--- src/design/owm_pkg.sv ---
// ----------------------------------------------------------------------------
// owm_pkg
// Shared types, codes, reset values and the CRC-8 step for the one-wire master.
// ----------------------------------------------------------------------------
`default_nettype none

package owm_pkg;

    // Command codes carried on the request side.
    typedef enum logic [1:0] {
        FUNC_TICK  = 2'd0,
        FUNC_RESET = 2'd1,
        FUNC_WRITE = 2'd2,
        FUNC_READ  = 2'd3
    } func_t;

    // Configuration register indexes.
    localparam logic [2:0] REG_RESET_LOW_TIME    = 3'd0;
    localparam logic [2:0] REG_PRESENCE_WAIT     = 3'd1;
    localparam logic [2:0] REG_PRESENCE_TAIL     = 3'd2;
    localparam logic [2:0] REG_SLOT_TIME         = 3'd3;
    localparam logic [2:0] REG_READ_SAMPLE_DELAY = 3'd4;
    localparam logic [2:0] REG_RECOVERY_TIME     = 3'd5;

    localparam int CFG_ADDR_W = 3;
    localparam int CFG_DATA_W = 10;

    // Register values after reset.
    localparam logic [9:0] RESET_LOW_TIME_RST    = 10'd480;
    localparam logic [7:0] PRESENCE_WAIT_RST     = 8'd60;
    localparam logic [9:0] PRESENCE_TAIL_RST     = 10'd420;
    localparam logic [7:0] SLOT_TIME_RST         = 8'd60;
    localparam logic [7:0] READ_SAMPLE_DELAY_RST = 8'd5;
    localparam logic [7:0] RECOVERY_TIME_RST     = 8'd1;

    // Reflected Dallas polynomial.
    localparam logic [7:0] CRC_POLY = 8'h8C;

    typedef struct packed {
        logic [9:0] reset_low_time;
        logic [7:0] presence_wait;
        logic [9:0] presence_tail;
        logic [7:0] slot_time;
        logic [7:0] read_sample_delay;
        logic [7:0] recovery_time;
    } cfg_t;

    // One result as it leaves the engine.
    typedef struct packed {
        logic       rejected;
        logic [7:0] crc_value;
        logic [7:0] read_data;
        logic       presence;
        logic       done_res;
        logic       busy_res;
        logic       drive_low;
    } res_t;

    // Durations of zero count as one.
    function automatic logic [9:0] at_least_one10(input logic [9:0] v);
        return (v == 10'd0) ? 10'd1 : v;
    endfunction

    function automatic logic [7:0] at_least_one8(input logic [7:0] v);
        return (v == 8'd0) ? 8'd1 : v;
    endfunction

    // Folds one byte into the running CRC, LSB first.
    function automatic logic [7:0] crc8_update(input logic [7:0] crc_in,
                                               input logic [7:0] data);
        logic [7:0] crc;
        logic [7:0] b;
        logic       mix;
        crc = crc_in;
        b   = data;
        for (int i = 0; i < 8; i++)
        begin
            mix = crc[0] ^ b[0];
            crc = crc >> 1;
            if (mix)
            begin
                crc = crc ^ CRC_POLY;
            end
            b = b >> 1;
        end
        return crc;
    endfunction

endpackage

`default_nettype wire

--- src/design/owm_cfg_regs.sv ---
// ----------------------------------------------------------------------------
// owm_cfg_regs
// Timing registers of the one-wire master, written through a plain port.
// ----------------------------------------------------------------------------
`default_nettype none

module owm_cfg_regs
    import owm_pkg::*;
(
    input  wire logic                  clk,
    input  wire logic                  rst_n,
    input  wire logic                  cfg_we,
    input  wire logic [CFG_ADDR_W-1:0] cfg_addr,
    input  wire logic [CFG_DATA_W-1:0] cfg_wdata,
    output cfg_t                       cfg
);

    cfg_t cfg_reg;

    assign cfg = cfg_reg;

    // Register file; writes beyond the last index are dropped.
    always_ff @(posedge clk or negedge rst_n)
    begin
        if (!rst_n)
        begin
            cfg_reg.reset_low_time    <= RESET_LOW_TIME_RST;
            cfg_reg.presence_wait     <= PRESENCE_WAIT_RST;
            cfg_reg.presence_tail     <= PRESENCE_TAIL_RST;
            cfg_reg.slot_time         <= SLOT_TIME_RST;
            cfg_reg.read_sample_delay <= READ_SAMPLE_DELAY_RST;
            cfg_reg.recovery_time     <= RECOVERY_TIME_RST;
        end
        else if (cfg_we)
        begin
            case (cfg_addr)
                REG_RESET_LOW_TIME:    cfg_reg.reset_low_time    <= cfg_wdata;
                REG_PRESENCE_WAIT:     cfg_reg.presence_wait     <= cfg_wdata[7:0];
                REG_PRESENCE_TAIL:     cfg_reg.presence_tail     <= cfg_wdata;
                REG_SLOT_TIME:         cfg_reg.slot_time         <= cfg_wdata[7:0];
                REG_READ_SAMPLE_DELAY: cfg_reg.read_sample_delay <= cfg_wdata[7:0];
                REG_RECOVERY_TIME:     cfg_reg.recovery_time     <= cfg_wdata[7:0];
                default: ;
            endcase
        end
    end

endmodule

`default_nettype wire

--- src/design/owm_engine.sv ---
// ----------------------------------------------------------------------------
// owm_engine
// Bus sequencer: advances reset, write and read slots by one tick per tick request.
// ----------------------------------------------------------------------------
`default_nettype none

module owm_engine
    import owm_pkg::*;
(
    input  wire logic       clk,
    input  wire logic       rst_n,
    input  wire logic       step,
    input  wire logic [1:0] func,
    input  wire logic [7:0] data_byte,
    input  wire logic       line_level,
    input  wire cfg_t       cfg,
    output res_t            res
);

    typedef enum logic [2:0] {
        PH_IDLE     = 3'd0,
        PH_RST_LOW  = 3'd1,
        PH_RST_WAIT = 3'd2,
        PH_RST_TAIL = 3'd3,
        PH_WR_LOW   = 3'd4,
        PH_WR_REL   = 3'd5,
        PH_RD_LOW   = 3'd6,
        PH_RD_REL   = 3'd7
    } phase_t;

    phase_t     phase_reg, phase_next;
    logic [9:0] tick_count_reg, tick_count_next;
    logic [2:0] bit_index_reg, bit_index_next;
    logic [7:0] shift_byte_reg, shift_byte_next;
    logic [7:0] read_byte_reg, read_byte_next;
    logic [7:0] crc_reg, crc_next;
    logic       presence_reg, presence_next;
    logic       done;
    logic       rejected;

    logic [9:0] tc_inc;
    logic [7:0] slot1;
    logic [7:0] rsd1;
    logic [7:0] smp;
    logic [7:0] low_len;
    logic [8:0] rel_len;
    logic       last_bit;
    logic [7:0] rd_shift;

    // Slot timing derived from the current bit and the registers.
    always_comb
    begin
        tc_inc   = tick_count_reg + 10'd1;
        slot1    = at_least_one8(cfg.slot_time);
        rsd1     = at_least_one8(cfg.read_sample_delay);
        smp      = (rsd1 > slot1) ? slot1 : rsd1;
        low_len  = shift_byte_reg[0] ? 8'd1 : slot1;
        rel_len  = (shift_byte_reg[0] ? {1'b0, slot1} : 9'd0) + {1'b0, cfg.recovery_time};
        last_bit = (bit_index_reg == 3'd7);
        rd_shift = shift_byte_reg;
        if (line_level && (tc_inc == {2'b00, smp}))
        begin
            rd_shift = shift_byte_reg | (8'd1 << bit_index_reg);
        end
    end

    // Next state for one request.
    always_comb
    begin
        phase_next      = phase_reg;
        tick_count_next = tick_count_reg;
        bit_index_next  = bit_index_reg;
        shift_byte_next = shift_byte_reg;
        read_byte_next  = read_byte_reg;
        crc_next        = crc_reg;
        presence_next   = presence_reg;
        done            = 1'b0;
        rejected        = 1'b0;

        if (func == FUNC_TICK)
        begin
            if (phase_reg != PH_IDLE)
            begin
                tick_count_next = tc_inc;
                case (phase_reg)
                    PH_RST_LOW:
                    begin
                        if (tc_inc >= at_least_one10(cfg.reset_low_time))
                        begin
                            phase_next      = PH_RST_WAIT;
                            tick_count_next = 10'd0;
                        end
                    end
                    PH_RST_WAIT:
                    begin
                        if (tc_inc >= {2'b00, at_least_one8(cfg.presence_wait)})
                        begin
                            presence_next   = ~line_level;
                            phase_next      = PH_RST_TAIL;
                            tick_count_next = 10'd0;
                        end
                    end
                    PH_RST_TAIL:
                    begin
                        if (tc_inc >= at_least_one10(cfg.presence_tail))
                        begin
                            phase_next      = PH_IDLE;
                            tick_count_next = 10'd0;
                            done            = 1'b1;
                        end
                    end
                    PH_WR_LOW, PH_WR_REL:
                    begin
                        // The low part ends first; a zero-length released part is skipped.
                        if ((phase_reg == PH_WR_LOW) && (tc_inc >= {2'b00, low_len}) &&
                            (rel_len != 9'd0))
                        begin
                            phase_next      = PH_WR_REL;
                            tick_count_next = 10'd0;
                        end
                        else if (((phase_reg == PH_WR_LOW) && (tc_inc >= {2'b00, low_len})) ||
                                 ((phase_reg == PH_WR_REL) && (tc_inc >= {1'b0, rel_len})))
                        begin
                            tick_count_next = 10'd0;
                            if (last_bit)
                            begin
                                phase_next = PH_IDLE;
                                done       = 1'b1;
                            end
                            else
                            begin
                                bit_index_next  = bit_index_reg + 3'd1;
                                shift_byte_next = shift_byte_reg >> 1;
                                phase_next      = PH_WR_LOW;
                            end
                        end
                    end
                    PH_RD_LOW:
                    begin
                        phase_next      = PH_RD_REL;
                        tick_count_next = 10'd0;
                    end
                    default:
                    begin
                        // Released part of a read slot.
                        shift_byte_next = rd_shift;
                        if (tc_inc >= {2'b00, slot1})
                        begin
                            tick_count_next = 10'd0;
                            if (last_bit)
                            begin
                                read_byte_next = rd_shift;
                                crc_next       = crc8_update(crc_reg, rd_shift);
                                phase_next     = PH_IDLE;
                                done           = 1'b1;
                            end
                            else
                            begin
                                bit_index_next = bit_index_reg + 3'd1;
                                phase_next     = PH_RD_LOW;
                            end
                        end
                    end
                endcase
            end
        end
        else if (phase_reg != PH_IDLE)
        begin
            rejected = 1'b1;
        end
        else
        begin
            tick_count_next = 10'd0;
            bit_index_next  = 3'd0;
            case (func)
                FUNC_RESET:
                begin
                    presence_next = 1'b0;
                    crc_next      = 8'd0;
                    phase_next    = PH_RST_LOW;
                end
                FUNC_WRITE:
                begin
                    shift_byte_next = data_byte;
                    phase_next      = PH_WR_LOW;
                end
                default:
                begin
                    shift_byte_next = 8'd0;
                    phase_next      = PH_RD_LOW;
                end
            endcase
        end
    end

    // Result fields as seen after this request's update.
    always_comb
    begin
        res.drive_low = (phase_next == PH_RST_LOW) || (phase_next == PH_WR_LOW) ||
                        (phase_next == PH_RD_LOW);
        res.busy_res  = (phase_next != PH_IDLE);
        res.done_res  = done;
        res.presence  = presence_next;
        res.read_data = read_byte_next;
        res.crc_value = crc_next;
        res.rejected  = rejected;
    end

    // Sequencer state.
    always_ff @(posedge clk or negedge rst_n)
    begin
        if (!rst_n)
        begin
            phase_reg      <= PH_IDLE;
            tick_count_reg <= 10'd0;
            bit_index_reg  <= 3'd0;
            shift_byte_reg <= 8'd0;
            read_byte_reg  <= 8'd0;
            crc_reg        <= 8'd0;
            presence_reg   <= 1'b0;
        end
        else if (step)
        begin
            phase_reg      <= phase_next;
            tick_count_reg <= tick_count_next;
            bit_index_reg  <= bit_index_next;
            shift_byte_reg <= shift_byte_next;
            read_byte_reg  <= read_byte_next;
            crc_reg        <= crc_next;
            presence_reg   <= presence_next;
        end
    end

endmodule

`default_nettype wire

--- src/design/one_wire_master_crc8_core.sv ---
// ----------------------------------------------------------------------------
// one_wire_master_crc8_core
// One-wire bus master with Dallas CRC-8 over bytes read, paced by tick requests.
// ----------------------------------------------------------------------------
// Usage. Each request on the s_axis side is either a one-microsecond tick
// carrying the sampled bus level, or a command (bus reset, write byte, read
// byte) selected by s_axis_tuser. Every request yields exactly one result on
// the m_axis side: the drive level for the next tick, busy, done, presence,
// the last byte read, the running CRC and a rejected flag for a command that
// arrived while an operation was running.
// Path: a request is held in the input register; once the output register can
// take its result, the result is loaded there and stays valid until taken.
// Throughput: one request per clock cycle while no result is stalled.
// Stalls: while a result waits for m_axis_tready, the input register still
// takes one more request; further requests wait on s_axis_tready.
// Reset: rst_n clears the valid flags of both registers, the sequencer (idle,
// CRC zero, no presence) and restores the default timing registers. Timing
// registers are written through cfg_we/cfg_addr/cfg_wdata; the user must write
// them only while the block is idle, as the block itself does not enforce it.
// ----------------------------------------------------------------------------
`default_nettype none

module one_wire_master_crc8_core
    import owm_pkg::*;
(
    input  wire logic                  clk,
    input  wire logic                  rst_n,
    // Configuration write port.
    input  wire logic                  cfg_we,
    input  wire logic [CFG_ADDR_W-1:0] cfg_addr,
    input  wire logic [CFG_DATA_W-1:0] cfg_wdata,
    // Request side.
    input  wire logic                  s_axis_tvalid,
    output logic                       s_axis_tready,
    input  wire logic [15:0]           s_axis_tdata,  // data_byte[7:0], line_level[8], zero
    input  wire logic [1:0]            s_axis_tuser,  // func[1:0]
    // Result side.
    output logic                       m_axis_tvalid,
    input  wire logic                  m_axis_tready,
    output logic [23:0]                m_axis_tdata   // drive_low[0], busy_res[1],
                                                      // done_res[2], presence[3],
                                                      // read_data[11:4], crc_value[19:12],
                                                      // rejected[20], zero
);

    cfg_t       cfg;
    res_t       res;
    logic       in_valid_reg;
    logic [1:0] in_func_reg;
    logic [7:0] in_data_reg;
    logic       in_line_reg;
    logic       out_valid_reg;
    res_t       out_res_reg;
    logic       step;

    owm_cfg_regs u_cfg (
        .clk       (clk),
        .rst_n     (rst_n),
        .cfg_we    (cfg_we),
        .cfg_addr  (cfg_addr),
        .cfg_wdata (cfg_wdata),
        .cfg       (cfg)
    );

    // A held request is processed when the output register can take its result.
    assign step          = in_valid_reg && (!out_valid_reg || m_axis_tready);
    assign s_axis_tready = !in_valid_reg || step;

    owm_engine u_engine (
        .clk        (clk),
        .rst_n      (rst_n),
        .step       (step),
        .func       (in_func_reg),
        .data_byte  (in_data_reg),
        .line_level (in_line_reg),
        .cfg        (cfg),
        .res        (res)
    );

    // Input register.
    always_ff @(posedge clk or negedge rst_n)
    begin
        if (!rst_n)
        begin
            in_valid_reg <= 1'b0;
        end
        else if (s_axis_tready)
        begin
            in_valid_reg <= s_axis_tvalid;
        end
    end

    always_ff @(posedge clk)
    begin
        if (s_axis_tready && s_axis_tvalid)
        begin
            in_func_reg <= s_axis_tuser;
            in_data_reg <= s_axis_tdata[7:0];
            in_line_reg <= s_axis_tdata[8];
        end
    end

    // Output register.
    always_ff @(posedge clk or negedge rst_n)
    begin
        if (!rst_n)
        begin
            out_valid_reg <= 1'b0;
        end
        else if (step)
        begin
            out_valid_reg <= 1'b1;
        end
        else if (m_axis_tready)
        begin
            out_valid_reg <= 1'b0;
        end
    end

    always_ff @(posedge clk)
    begin
        if (step)
        begin
            out_res_reg <= res;
        end
    end

    assign m_axis_tvalid = out_valid_reg;
    assign m_axis_tdata  = {3'b000, out_res_reg};

endmodule

`default_nettype wire

--- config.mk ---
export PLATFORM = sky130hd
export DESIGN_NAME = one_wire_master_crc8_core
export DESIGN_NICKNAME = d
export VERILOG_FILES = /design/src/design/owm_pkg.sv /design/src/design/owm_cfg_regs.sv /design/src/design/owm_engine.sv /design/src/design/one_wire_master_crc8_core.sv
export SDC_FILE = /design/constraint.sdc
export NUM_CORES = 1
export LEC_CHECK = 0
export ABC_AREA = 1
export BUFFER_PORTS_ARGS = -buffer_cell sky130_fd_sc_hd__buf_2
export CORE_ASPECT_RATIO = 0.9
export CORE_MARGIN = 3
export CORE_UTILIZATION = 60
export CTS_CLUSTER_DIAMETER = 60
export DETAILED_ROUTE_END_ITERATION = 6
export GPL_TIMING_DRIVEN = 0
export PLACE_DENSITY = 0.87
export RECOVER_POWER = 25
export SLEW_MARGIN = 20
export SYNTH_ARGS = -nofsm -noshare
export SYNTH_HDL_FRONTEND = slang
export SYNTH_SLANG_ARGS = --single-unit
--- constraint.sdc ---
create_clock -name clk -period 5.6 [get_ports clk]
set_input_delay 0.84 -clock clk [delete_from_list [all_inputs] [get_ports clk]]
set_output_delay 0.84 -clock clk [all_outputs]
set_load 0.03 [all_outputs]
==> results.py <==
metrics = {
    "setup_path": {
        "r2r_slack_ns": 0.97,
        "worstPathMaxFanout": 10,
        "crit_family": "simple AND/OR/NAND/NOR gates",
        "critPathRequiredTime_ns": 5.78,
        "cp_num_buf_inv": 5,
        "critPathCaptureType": "register",
        "cp_common_cell": "nand2_1",
        "max_stage_delay_ns": 0.42,
        "cp-start-kind": "register",
        "timing.rr.end": "m_axis_tdata[1]",
        "crit_type": "reg2reg",
        "arrival_ns": 4.81,
        "worst_path_max_delay_cell": "clkbuf_1",
        "r2r.worst_path.cells": 27,
        "reg2reg_from": "u_engine.shift_byte_reg[0]",
    },
    "run": {
        "maxCapViolCount": 1,
    },
    "global_route": {
        "grt_pass1_vias": 7234,
        "grt_overflow": 0,
        "grt_use_total_pct": 28.97,
        "grt_max_degree": 49,
        "antenna_found_initial": 1,
        "grt_pass1_wl_mm": 35.36,
    },
    "placed_design": {
        "gp_congestion": 0.9533,
        "dp_slack_ns": 1.061,
        "dpl_cell_area_sq_um": 8975,
        "placed_cells": 1315,
        "dp_hpwl_mm": 15.67,
        "numPortBuffers": 51,
    },
    "yosys": {
        "yosys_warnings": 0,
        "synth_mux_area_share_pct": 0,
        "synth_edf_count": 32,
        "ys_async_sr_fraction_pct": 74.80,
        "ys_seq_elements": 127,
        "synthTopCellsByArea": "dfrtp_1 (23%), nand2_1 (12%), ha_1 (12%)",
        "synth_top_family_by_area": "simple AND/OR/NAND/NOR gates",
        "yosysMostFrequentCell": "nand2_1",
        "ys_seq_area_share_pct": 39.83,
        "synth_ff_type": "dfrtp_1",
        "ys_top_cells_by_count": "nand2_1 (275), inv_1 (153), o21ai_0 (126)",
        "synth_compound_area_share_pct": 14.26,
        "netlist_area_sq_um": 8442,
        "synth_top_area_cell": "dfrtp_1",
        "yosys.area_share.xor_xnor_pct": 1.245,
        "yosys.area_share.simple_pct": 23.46,
        "yosysTopAreaCellShare_pct": 22.53,
        "synth.avg_cell_area_sq_um": 7.875,
        "synth_adder_area_share_pct": 12.24,
        "synth.distinct_cells": 48,
        "syn_inst": 1072,
    },
    "final_layout": {
        "final_cell_area_sq_um": 9525,
        "largest_reg_flops": 52,
        "drive_above_1_share_pct": 13.82,
        "antenna_cells": 0,
        "nets": 1263,
        "area_growth_pct": 12.84,
        "fillers": 1070,
        "finalNonFillerCells": 1347,
    },
    "min_path": {
        "hold_path_end": "u_cfg.cfg[43]",
        "hold_path_depth": 2,
        "hold_class": "reg2reg",
        "hp-start": "u_cfg.cfg[43]",
    },
    "clocking": {
        "path_clk_slew_ns": 0.06,
        "cts-root-buf": "clkbuf_16",
        "cts_resized": 0,
        "htree_levels": 4,
        "cts_setup_buffers": 0,
        "max-clock-path-buffers": 2,
        "cts_tree": "built",
        "clock_sink_count": 127,
        "worstSkewPairLatency_ns": 0.43,
        "numCtsBuffers": 17,
        "cts_hold_buf": 0,
    },
    "floorplan": {
        "die_y_um": 118.5,
        "start_util_pct": 62.24,
        "fp.coreArea_sq_um": 13560,
        "die_area_sq_um": 15530,
        "num_io_pins": 62,
        "row_count": 40,
        "die_x_um": 131.0,
    },
    "sta": {
        "fin_crit_sh_pct": 82.67,
        "rsz0062_at_grt": "no",
        "max_slew_margin_pct": -83.63,
        "fin_crit_ns": 4.630,
        "setup_tns_ns": 0,
        "setup-violations-final": 0,
        "hold_viol": 0,
        "skew_ns": 0.007888,
        "slew_viol_final": 48,
        "setup_slack_ns": 0.9704,
        "tightest_slew_ns": 2.754,
        "max_freq_mhz": 216.0,
    },
    "routing": {
        "ant_nets": 0,
        "drt_iter0_drc": 676,
        "via_per_inst": 5.733,
        "vias": 7723,
        "drc": 0,
        "wirelength_mm": 21.46,
        "drt_pass1_iterations": 6,
        "wire_per_inst_um": 15.93,
    },
    "run_status": {
        "status": "finished, violations left",
        "violations": "capacitance limit, slew limit",
    },
    "power_and_ir_drop": {
        "p_leak_nw": 4.792,
        "power_density_nw_per_um2": 451.6,
        "vdd_drop_max_mv": 0.2929,
    },
}
==> kinds of logic (layout without fill, tap and decap cells) <==
logic type	after synthesis	count (layout)
flops	127	127
other cells	1	3
fa+ha+maj	82	82
compound gates	219	219
buf+inv	191	275
xor+xnor	12	12
simple gates	440	440
==> routing by layer <==
metal,global-route usage [%],vias up,wire [um]
met4,11.44,2,642
met2,42.01,377,9346
met5,0,-,16
met3,7.772,63,2142
met1,41.16,3582,9310
li1,-,3699,-
==> final cells by class <==
type / instances / area [sq um] / area share [%]
repair buffers: 52 / 281.5 / 2.955
clock buffers: 25 / 508.0 / 5.333
plain buffers: 32 / 156.4 / 1.642
flip-flops and latches: 127 / 3362 / 35.29
well taps: 189 / 236.5 / 2.483
multi-input cells: 756 / 4334 / 45.50
clock inverters: 7 / 50.05 / 0.5254
inverters: 159 / 596.8 / 6.266
==> worst max-delay path by stage <==
stage | start | cells past startpoint | slack (ns) | to
2_1_floorplan | u_engine.shift_byte_reg[0] | 27 | 1.76 | m_axis_tdata[1]
3_3_place_gp | u_engine.shift_byte_reg[0] | 27 | 1.13 | m_axis_tdata[1]
3_5_place_dp | u_engine.shift_byte_reg[0] | 27 | 1.06 | m_axis_tdata[1]
4_1_cts | u_engine.shift_byte_reg[0] | 27 | 1.02 | m_axis_tdata[1]
5_1_grt | u_engine.shift_byte_reg[0] | 27 | 0.48 | m_axis_tdata[1]
6_report | u_engine.shift_byte_reg[0] | 27 | 0.97 | m_axis_tdata[1]
==> worst reg2reg max path: cells and delay by family (launching register included) <==
| family | cells | cell delay, ns |
|---|---|---|
| AOI/OAI and AO/OA | 6 | 0.75 |
| xor gates and xnor gates | 1 | 0.17 |
| adders and majority gates | 3 | 0.92 |
| buffers and inverters | 5 | 1.04 |
| DFF | 1 | 0.35 |
| and+or+nand+nor | 12 | 1.14 |
==> report_power, final <==
| group | switching (mW) | internal, mW | total, mW | leakage, nW |
|---|---|---|---|---|
| clock | 0.419 | 0.630 | 1.05 | 0.261 |
| sequential | 0.159 | 1.22 | 1.38 | 1.50 |
| combinational | 1.26 | 0.609 | 1.87 | 3.03 |
| total | 1.84 | 2.46 | 4.30 | 4.79 |
==> placed cells by master (no fill, tap or decap), types with 4 or more instances in the layout <==
cell,n
clkbuf_16,19
xor2_1,8
clkbuf_1,26
o21ai_1,12
buf_2,57
nand3_1,56
nor2_1,43
xnor2_1,4
o21ai_0,126
nand2_2,16
o22ai_1,5
nor4_1,6
clkinvlp_4,4
inv_2,6
nand4_1,10
dfstp_2,19
ha_1,81
nor3_1,8
edfxtp_1,32
o2111ai_1,6
dfrtp_1,76
nand2_1,275
nand3_2,11
inv_1,153
a21oi_1,45
==> stage by stage <==
step	utilization, %	hold slack, ns	total power, mW
floorplan	-	0.4530	2.731
global placement	65.92	0.4688	3.119
detailed placement	66.17	0.4771	3.192
CTS	70.29	0.3525	4.259
global route	70.23	0.5141	4.609
finish	70.23	0.4895	4.302
(Power assumes the default switching activity.)
